File: config.mk
export PLATFORM = sky130hd
export DESIGN_NAME = machine_trap_entry_unit
export DESIGN_NICKNAME = d
export VERILOG_FILES = /design/src/hdl/mteu_pkg.sv /design/src/hdl/mteu_trap_logic.sv /design/src/hdl/mteu_out_reg.sv /design/src/hdl/machine_trap_entry_unit.sv
export SDC_FILE = /design/constraint.sdc
export NUM_CORES = 1
export LEC_CHECK = 0
export BUFFER_PORTS_ARGS = -buffer_cell sky130_fd_sc_hd__clkbuf_2
export CELL_PAD_IN_SITES_DETAIL_PLACEMENT = 0
export CELL_PAD_IN_SITES_GLOBAL_PLACEMENT = 2
export CORE_AREA = 2 2 202 204
export CTS_BUF_LIST = sky130_fd_sc_hd__clkbuf_8
export CTS_CLUSTER_DIAMETER = 80
export DETAILED_ROUTE_END_ITERATION = 8
export DIE_AREA = 0 0 204 206
export PLACE_DENSITY = 0.89
export SYNTH_ARGS = -nofsm -noshare
export SYNTH_HDL_FRONTEND = slang
export SYNTH_SLANG_ARGS = --single-unit
File: constraint.sdc
create_clock -name clk -period 5.8 [get_ports clk]
set_clock_uncertainty 0.1 [all_clocks]
set_input_delay 0.87 -clock clk [delete_from_list [all_inputs] [get_ports clk]]
set_output_delay 0.87 -clock clk [all_outputs]
set_load 0.05 [all_outputs]
File: src/hdl/mteu_pkg.sv
// Shared types, cause codes and helper functions for the machine trap entry unit.
`default_nettype none

package mteu_pkg;

  // Trap classification carried on the result tuser
  typedef enum logic [2:0] {
    KIND_NONE      = 3'd0,
    KIND_NO_CAUSE  = 3'd1,
    KIND_BUS_ERROR = 3'd2,
    KIND_MRET      = 3'd3,
    KIND_CAUSE     = 3'd4
  } trap_kind_t;

  localparam int CauseW = 14;

  // Cause flag bit positions
  localparam logic [3:0] BIT_BUS_ERROR      = 4'd0;
  localparam logic [3:0] BIT_ECALL_WRONG    = 4'd1;
  localparam logic [3:0] BIT_MRET           = 4'd2;
  localparam logic [3:0] BIT_STORE_FAULT    = 4'd3;
  localparam logic [3:0] BIT_LOAD_FAULT     = 4'd4;
  localparam logic [3:0] BIT_STORE_MISALIGN = 4'd5;
  localparam logic [3:0] BIT_LOAD_MISALIGN  = 4'd6;
  localparam logic [3:0] BIT_ECALL_M        = 4'd7;
  localparam logic [3:0] BIT_ECALL_S        = 4'd8;
  localparam logic [3:0] BIT_ECALL_U        = 4'd9;
  localparam logic [3:0] BIT_EBREAK         = 4'd10;
  localparam logic [3:0] BIT_INSTR_MISALIGN = 4'd11;
  localparam logic [3:0] BIT_ILLEGAL        = 4'd12;
  localparam logic [3:0] BIT_INSTR_FAULT    = 4'd13;

  // Privilege modes
  localparam logic [1:0] MODE_USER    = 2'd0;
  localparam logic [1:0] MODE_MACHINE = 2'd3;

  // Input item, first field in the highest bits (tuser carries exception_flag)
  typedef struct packed {
    logic [31:0]       mepc_value;
    logic [31:0]       mstatus_value;
    logic [31:0]       branch_target;
    logic [31:0]       instr_pc;
    logic [31:0]       exec_result;
    logic [11:0]       csr_address;
    logic              csr_write_request;
    logic [CauseW-1:0] cause_flags;
  } in_item_t;

  // Result item, first field in the highest bits (tuser carries trap_kind)
  typedef struct packed {
    logic [1:0]  privilege_mode;
    logic [31:0] return_address;
    logic [31:0] trap_value;
    logic [4:0]  cause_code;
    logic [31:0] mepc_new;
    logic [31:0] mstatus_trap;
    logic [31:0] csr_write_data;
    logic [11:0] csr_write_address;
    logic        csr_write;
  } out_item_t;

  localparam int InW     = $bits(in_item_t);
  localparam int InBytes = (InW + 7) / 8;
  localparam int OutW     = $bits(out_item_t);
  localparam int OutBytes = (OutW + 7) / 8;

  // mcause code for a winning cause bit
  function automatic logic [4:0] cause_code_of(input logic [3:0] idx);
    logic [4:0] code;
    code = 5'd0;
    unique case (idx)
      BIT_ECALL_WRONG:    code = 5'd24;
      BIT_STORE_FAULT:    code = 5'd7;
      BIT_LOAD_FAULT:     code = 5'd5;
      BIT_STORE_MISALIGN: code = 5'd6;
      BIT_LOAD_MISALIGN:  code = 5'd4;
      BIT_ECALL_M:        code = 5'd11;
      BIT_ECALL_S:        code = 5'd9;
      BIT_ECALL_U:        code = 5'd8;
      BIT_EBREAK:         code = 5'd3;
      BIT_ILLEGAL:        code = 5'd2;
      BIT_INSTR_FAULT:    code = 5'd1;
      default:            code = 5'd0;
    endcase
    return code;
  endfunction

  // New mstatus: bit31 save flag, bits 12:11 previous mode, bit7 old bit3, bit3 mret
  function automatic logic [31:0] build_mstatus(input logic [31:0] old,
                                                input logic [1:0]  mode,
                                                input logic        save,
                                                input logic        mret);
    logic [31:0] m;
    m       = old;
    m[31]   = save;
    m[12:11] = mode;
    m[7]    = old[3];
    m[3]    = mret;
    return m;
  endfunction

endpackage

`default_nettype wire

File: src/hdl/mteu_trap_logic.sv
// Combinational trap decode: priority of cause bits, mstatus build, mode update.
`default_nettype none

module mteu_trap_logic
  import mteu_pkg::*;
(
  input  wire logic       exception_flag,
  input  wire in_item_t   item,
  input  wire logic [1:0] mode,
  output out_item_t       result,
  output trap_kind_t      trap_kind,
  output logic [1:0]      mode_next
);

  logic       trap;
  logic       found;
  logic [3:0] idx;
  logic       save;

  // Lowest set cause bit wins
  always_comb begin
    found = 1'b0;
    idx   = 4'd0;
    for (int i = CauseW - 1; i >= 0; i--) begin
      if (item.cause_flags[i]) begin
        found = 1'b1;
        idx   = 4'(i);
      end
    end
  end

  assign trap = exception_flag | item.cause_flags[BIT_BUS_ERROR];
  assign save = (idx >= BIT_ECALL_M) && (idx <= BIT_EBREAK);

  // Result fields and next privilege mode
  always_comb begin
    result                = '0;
    trap_kind             = KIND_NONE;
    mode_next             = mode;
    result.privilege_mode = mode;
    if (!trap) begin
      if (item.csr_write_request) begin
        result.csr_write         = 1'b1;
        result.csr_write_address = item.csr_address;
        result.csr_write_data    = item.exec_result;
      end
    end else if (!found) begin
      trap_kind = KIND_NO_CAUSE;
    end else if (idx == BIT_BUS_ERROR) begin
      trap_kind           = KIND_BUS_ERROR;
      result.mstatus_trap = build_mstatus(item.mstatus_value, mode, 1'b0, 1'b0);
    end else if (idx == BIT_MRET) begin
      trap_kind             = KIND_MRET;
      result.mstatus_trap   = build_mstatus(item.mstatus_value, mode, 1'b0, 1'b1);
      result.mepc_new       = item.instr_pc;
      result.return_address = item.mepc_value;
      mode_next             = MODE_USER;
    end else begin
      trap_kind           = KIND_CAUSE;
      result.mstatus_trap = build_mstatus(item.mstatus_value, mode, save, 1'b0);
      result.mepc_new     = item.instr_pc;
      result.cause_code   = cause_code_of(idx);
      case (idx) inside
        [BIT_STORE_FAULT:BIT_LOAD_MISALIGN]: result.trap_value = item.exec_result;
        BIT_EBREAK:                          result.trap_value = item.instr_pc;
        BIT_INSTR_MISALIGN:                  result.trap_value = item.branch_target;
        default:                             result.trap_value = 32'd0;
      endcase
      mode_next = MODE_MACHINE;
    end
    result.privilege_mode = mode_next;
  end

endmodule

`default_nettype wire

File: src/hdl/mteu_out_reg.sv
// Result register with valid flag driving the master stream side.
`default_nettype none

module mteu_out_reg
  import mteu_pkg::*;
(
  input  wire logic                  clk,
  input  wire logic                  rst,
  input  wire logic                  load,
  input  wire out_item_t             result,
  input  wire trap_kind_t            kind,
  output logic                       free,
  output logic                       m_tvalid,
  input  wire logic                  m_tready,
  output logic [OutBytes*8-1:0]      m_tdata,
  output logic [2:0]                 m_tuser
);

  out_item_t  item;
  trap_kind_t item_kind;

  // Slot is free when empty or being drained this cycle
  assign free = !m_tvalid || m_tready;

  // Valid flag
  always_ff @(posedge clk) begin
    if (rst) begin
      m_tvalid <= 1'b0;
    end else if (load) begin
      m_tvalid <= 1'b1;
    end else if (m_tready) begin
      m_tvalid <= 1'b0;
    end
  end

  // Payload
  always_ff @(posedge clk) begin
    if (load) begin
      item      <= result;
      item_kind <= kind;
    end
  end

  assign m_tdata = {{(OutBytes*8-OutW){1'b0}}, item};
  assign m_tuser = item_kind;

endmodule

`default_nettype wire

File: src/hdl/machine_trap_entry_unit.sv
// Top level: input register, trap decode, result register and privilege mode state.
// Each item passes through the input register, then the result register.
// Throughput: one item per cycle while m_tready=1; result register frees as it drains.
// Privilege mode is updated as each item moves from the input to the result register.
// Reset (rst, synchronous): both registers empty, privilege mode set to machine (3).
`default_nettype none

module machine_trap_entry_unit
  import mteu_pkg::*;
(
  input  wire logic                  clk,
  input  wire logic                  rst,
  input  wire logic                  s_tvalid,
  output logic                       s_tready,
  // cause_flags, csr_write_request, csr_address, exec_result, instr_pc,
  // branch_target, mstatus_value, mepc_value (lowest bit up), zero padded
  input  wire logic [InBytes*8-1:0]  s_tdata,
  // exception_flag
  input  wire logic                  s_tuser,
  output logic                       m_tvalid,
  input  wire logic                  m_tready,
  // csr_write, csr_write_address, csr_write_data, mstatus_trap, mepc_new,
  // cause_code, trap_value, return_address, privilege_mode (lowest bit up), zero padded
  output logic [OutBytes*8-1:0]      m_tdata,
  // trap_kind
  output logic [2:0]                 m_tuser
);

  logic       in_valid;
  in_item_t   in_item;
  logic       in_exc;
  logic [1:0] mode;
  logic [1:0] mode_next;
  logic       out_free;
  logic       advance;
  out_item_t  result;
  trap_kind_t kind;

  assign advance  = in_valid && out_free;
  assign s_tready = !in_valid || out_free;

  // Input register
  always_ff @(posedge clk) begin
    if (rst) begin
      in_valid <= 1'b0;
    end else if (s_tready) begin
      in_valid <= s_tvalid;
    end
  end

  always_ff @(posedge clk) begin
    if (s_tvalid && s_tready) begin
      in_item <= s_tdata[InW-1:0];
      in_exc  <= s_tuser;
    end
  end

  // Privilege mode state
  always_ff @(posedge clk) begin
    if (rst) begin
      mode <= MODE_MACHINE;
    end else if (advance) begin
      mode <= mode_next;
    end
  end

  mteu_trap_logic u_logic (
    .exception_flag (in_exc),
    .item           (in_item),
    .mode           (mode),
    .result         (result),
    .trap_kind      (kind),
    .mode_next      (mode_next)
  );

  mteu_out_reg u_out (
    .clk      (clk),
    .rst      (rst),
    .load     (advance),
    .result   (result),
    .kind     (kind),
    .free     (out_free),
    .m_tvalid (m_tvalid),
    .m_tready (m_tready),
    .m_tdata  (m_tdata),
    .m_tuser  (m_tuser)
  );

endmodule

`default_nettype wire

# --- After elaboration in Yosys (flattened, before gate mapping) ---
# Memories as Yosys holds them, arrays and structs flattened. A register that Yosys moved wholly into a read port is not among the register bits.
# Index checks and enable logic that the tools add are counted.
totals:
  ff_bits: 369
  latchBits: 0
  ram_bits: 0
  mem_bits_ro: 80
  in_bits: 197
  output_inout_bits: 189
  wordCells: 96
  memories: 1
op_classes:
  add_sub_neg: 0
  n_mul: 0
  div: 0
  n_lt_le_gt_ge: 4
  n_eq_ne: 3
  n_shift: 0
  n_mux: 43
  bitwise: 5
  reduce_logical: 15
mem_list:
  columns: ["memory", "words", "width", "read_ports", "rd_clocked_by_memory_dff", "write_ports", "line", "rtl"]
  rows:
  - ["(no name shown)", 16, 5, 1, 1, 0, "mteu_pkg.sv:71", "unique case (idx)"]
ops:
  columns: ["op", "n"]
  rows:
  - ["$mux 32", 3]
  - ["$mux 4", 15]
  - ["$mux 1", 18]
  - ["$mux 2", 5]
  - ["$eq 4x4->1 const B", 2]
  - ["$reduce_or 4->1", 2]
  - ["$mux 3", 2]
  - ["$eq 4x2->1 const B", 1]
  - ["$ge 4x2->1 const B", 1]
  - ["$ge 4x3->1 const B", 1]
  - ["$le 4x3->1 const B", 1]
  - ["$le 4x4->1 const B", 1]
  - ["$logic_and 1x1->1", 4]
  - ["$logic_not 4->1", 1]
  - ["$not 1->1", 4]
  - ["$reduce_or 3->1", 1]
  - ["$logic_not 1->1", 2]
  - ["$logic_or 1x1->1", 2]
  - ["$reduce_and 2->1", 1]
  - ["$reduce_bool 2->1", 1]
  - ["$reduce_or 2->1", 1]
  - ["$or 1x1->1", 1]

# --- Longest topological paths before layout ---
logic_depth:
  word_depth: 19
  ltp_mapped: 8
  ltp_nobuf: 7

# --- By module ---
# From an unflattened synthesis, not the netlist that was laid out.
hier_totals:
  hier_cells: 710
  area_unflattened_um2: 13798.2
modules_own_cells:
  columns: ["mod", "instances", "cells_per_inst", "area_per_inst_um2", "seq_area_each_um2"]
  rows:
  - ["machine_trap_entry_unit", 1, 201, 5764.3, 5705.5]
  - ["mteu_out_reg", 1, 192, 5575.3, 5515.3]
  - ["mteu_trap_logic", 1, 317, 2458.6, 0.0]

# --- Least setup slack after synthesis ---
# No wires, ideal clock.
synth_path:
  kind: "input -> register"
  startpoint: "input m_tready"
  endpoint: "register in_exc, enable pin"
  setup_ps: 566
  arrival_ps: 5566
  t_required_ps: 5134
  slack_ps: -432
  stages: 3
  path_cell_list: "nor2b_1 nand2_1 and2_1"
synth_via:
  elab_chain_cells: 3
synth_rtl:
  columns: ["item", "line", "rtl"]
  rows:
  - ["from (decl)", "machine_trap_entry_unit.sv:21", "input wire logic m_tready,"]
  - ["$logic_or 1x1->1", "mteu_out_reg.sv:23", "assign free = !m_tvalid || m_tready;"]
  - ["$logic_or 1x1->1", "machine_trap_entry_unit.sv:40", "assign s_tready = !in_valid || out_free;"]
  - ["net s_tready", "machine_trap_entry_unit.sv:14", "output logic s_tready,"]
  - ["$logic_and 1x1->1", "machine_trap_entry_unit.sv:52", "if (s_tvalid && s_tready) begin"]
  - ["to (signal assigned)", "machine_trap_entry_unit.sv:54", "in_exc <= s_tuser;"]
  - ["to (decl)", "machine_trap_entry_unit.sv:31", "logic in_exc;"]
# The timed path passes the listed nets, and every way through them passes these cells.
# A chain may end at the register's enable or synchronous reset.

# --- Worst setup path after layout ---
layout_path:
  startpoint: "register in_item[7] (netlist bit)"
  endpoint: "register u_out.item (netlist bit u_out.m_tdata[125]), data pin"
layout_via:
  elab_chain_cells: 12
  word_cells_on_any_way: 28
  classes_between: "2 x order compare; 3 x eq/ne; 19 x mux; 1 x bitwise; 3 x reduce/logical"
layout_rtl:
  columns: ["item", "line", "rtl"]
  rows:
  - ["from (decl)", "machine_trap_entry_unit.sv:30", "in_item_t in_item;"]
  - ["from (signal assigned)", "machine_trap_entry_unit.sv:53", "in_item <= s_tdata[InW-1:0];"]
  - ["$mux 4 (8 in a row)", "mteu_trap_logic.sv:25", "if (item.cause_flags[i]) begin"]
  - ["$eq 4x4->1 (no line)", null, null]
  - ["$mux 32 (3 in a row)", "mteu_trap_logic.sv:63", "case (idx) inside"]
  - ["to (signal assigned)", "mteu_out_reg.sv:39", "item <= result;"]
  - ["to (decl)", "mteu_out_reg.sv:19", "out_item_t item;"]
# Several ways; a longest one is shown, not always the timed one.

==> metrics.txt <==
Max VDD drop=~0.00019 V; Die W=204 um; Synth Area in Compound Gates=2.72%; Site Rows=74; simple-gate share of the synthesized area=10.0%; synthesis-stage register bit count=371; 1st-pass router iterations=5; fmax=321 MHz; Post-synth EDFFs=367; largest family of logic cells by synthesized area=simple AND/OR/NAND/NOR gates; CTS Buf Count=66; PwrDens=approximately 350 nW/um^2; vias in the first global route=8026; Worst EP arrival=3290 ps; worst skew pair latency=580 ps; outcome=complete, no violations; total die area=42000 um^2; setup TNS=0 ps; RSZ-0062 raised after global routing=no; Hold Crit Class=in -> reg; DPL Wire Length=21100 um; final non-filler cell total=around 1700; grt ovf=0; Sink Count=about 370; WHS=347 ps; final net count=approximately 1300; Initial Util=between 30% and 40%; worst relative slew slack=27.7%; Post-CTS Setup Inserts=0; Clock Tree Buf Depth=3; Mapped Area=13400 um^2; CP required=just under 6000 ps; routed len/inst=19.6 um; Die Y=206 um; top cell type's share of synthesized area=82.0%; Post-Syn Area per Cell=approximately 18 um^2; Synth area leader=edfxtp_1; core area=40200 um^2; post-CTS sizing=0; IO Count=386; post-synth cell types=50; layout cells sized above 1=41.2%; Max-Cap Viols=0; CTS tree=yes; H-tree depth=3; area grow syn2layout=27.6%; largest net degree at the start of global routing=118; DRC=0; mux cell area share after synthesis=2.46%; Slew Limit Fails=0; largest cells by area after synthesis=edfxtp_1 82%, and2_1 4.5%, mux2i_1 2.5%, and3_1 2.1%, o22ai_1 1.5%; crit-path max FO=40; Root Driver=clkbuf_8; synth cell count leaders=367 x edfxtp_1, 96 x and2_1, 45 x and3_1; Slew @ Worst Pin=around 1100 ps; DR vias=7885; GRT Util Overall=15.7%; period utilization=between 50% and 60%; critical path type=reg -> reg; Final Hold Fails=0; final setup fails=0; synth warn=0; Syn Inst Count=733; fraction of the yosys area taken by sequential cells=approximately 83%; vias per cell=4.56; routability congestion estimate from global placement=0.774; Buffers on Ports=approximately 370; ys flop type=edfxtp_1; hold_buf cts=0; initial antenna violation count=0; crit path time final=slightly above 3000 ps; Pleak=0.00681 uW; XOR/XNOR Fraction of Synth Area=0.270%; first-pass GRT wire length=48500 um; leading cell type by number of instances after synthesis=edfxtp_1; placed insts=1613; Final ANT Viol Nets=0; fill count=3669; adder-cell share of the synthesized area=0%; final WL=roughly 34000 um; CP Launch Type=register; asr flop ratio synth=0%; initial DRC count=409; Clock transition at path regs=60 ps; CP endpoint kind=register
final cells by class:
cell class              instances  area (um^2)  share of cell area (%)
flip-flops and latches        371        11100                    64.7
multi-input cells             319         2130                    12.4
repair buffers                385         1970                    11.5
clock buffers                  71          977                    5.70
well taps                     532          666                    3.88
clock inverters                42          263                    1.53
inverters                       6         32.5                   0.190
diodes                          2         5.00                  0.0292
cell families (layout without fill, tap and decap cells):
logic type / Yosys count / count (layout)
DFF: 371 / 371
and+or+nand+nor: 227 / 227
AOI/OAI and AO/OA: 53 / 53
buffers and inverters: 46 / 504
muxes: 33 / 33
xor gates and xnor gates: 2 / 2
other: 1 / 6
worst max-delay path: stages, from the launching register on:
cell and delay, ps:
edfxtp_1 430, or3_1 440, o221ai_4 140, buf_4 690, nor2_4 150, xor2_4 150
buf_4 490, o22ai_1 190
final timing paths:
check | from | endpoint | slack (ps) | cells after the start
worst max-delay path | in_item[7] | u_out.m_tdata[125] | 2690 | 7
worst min-delay path | s_tdata[122] | in_item[122] | 350 | 1
worst min register to register | in_item[181] | u_out.m_tdata[172] | 410 | 1
worst max register to register | in_item[7] | u_out.m_tdata[125] | 2690 | 7
metrics by stage:
step | setup WS [ps] | power [uW] | utilization, % | instance area (um^2)
after global placement | 2690 | 3800 | 39.6 | 15900
after global routing | 2540 | 6300 | 42.7 | 17100
final | 2690 | 6060 | 42.7 | 17200
after detailed placement | 2660 | 3810 | 39.6 | 15900
after floorplan | 522 | 3610 | - | 13500
after CTS | 2680 | 6140 | 42.7 | 17100
layout by cell type (no fill, tap or decap), drive strengths merged, types with 4 or more instances in the layout:
cell type,count
a21oi,4
and2,96
mux2i,33
and3,45
buf,13
clkbuf,443
conb,4
clkinv,23
edfxtp,367
inv,19
o22ai,32
nor2,24
nand2,10
dfxtp,4
o21ai,6
nand3,34
sequential cells by signal (all words and copies together), names as in the netlist:
signal and flops:
in_item 183, in_valid 1, u_out.m_tuser 3, in_exc 1
u_out.m_tdata 180, mode 2, u_out.m_tvalid 1
layer usage:
metal / wire length (um) / part of all wire (%) / vias up / GRT usage (%)
met2: 16200 / 48 / 355 / 24.8
li1: - / - / 3635 / -
met3: 3230 / 9.6 / 62 / 5.90
met4: 806 / 2.4 / 0 / 7.07
met5: 0 / 0 / - / 0
met1: 13600 / 40 / 3833 / 19.3
report_power, final:
part | switching (uW) | internal (uW)
clock | 1050 | 1260
sequential | 47.9 | 3120
combinational | 435 | 143
total | 1540 | 4520
(Power assumes the default switching activity.)
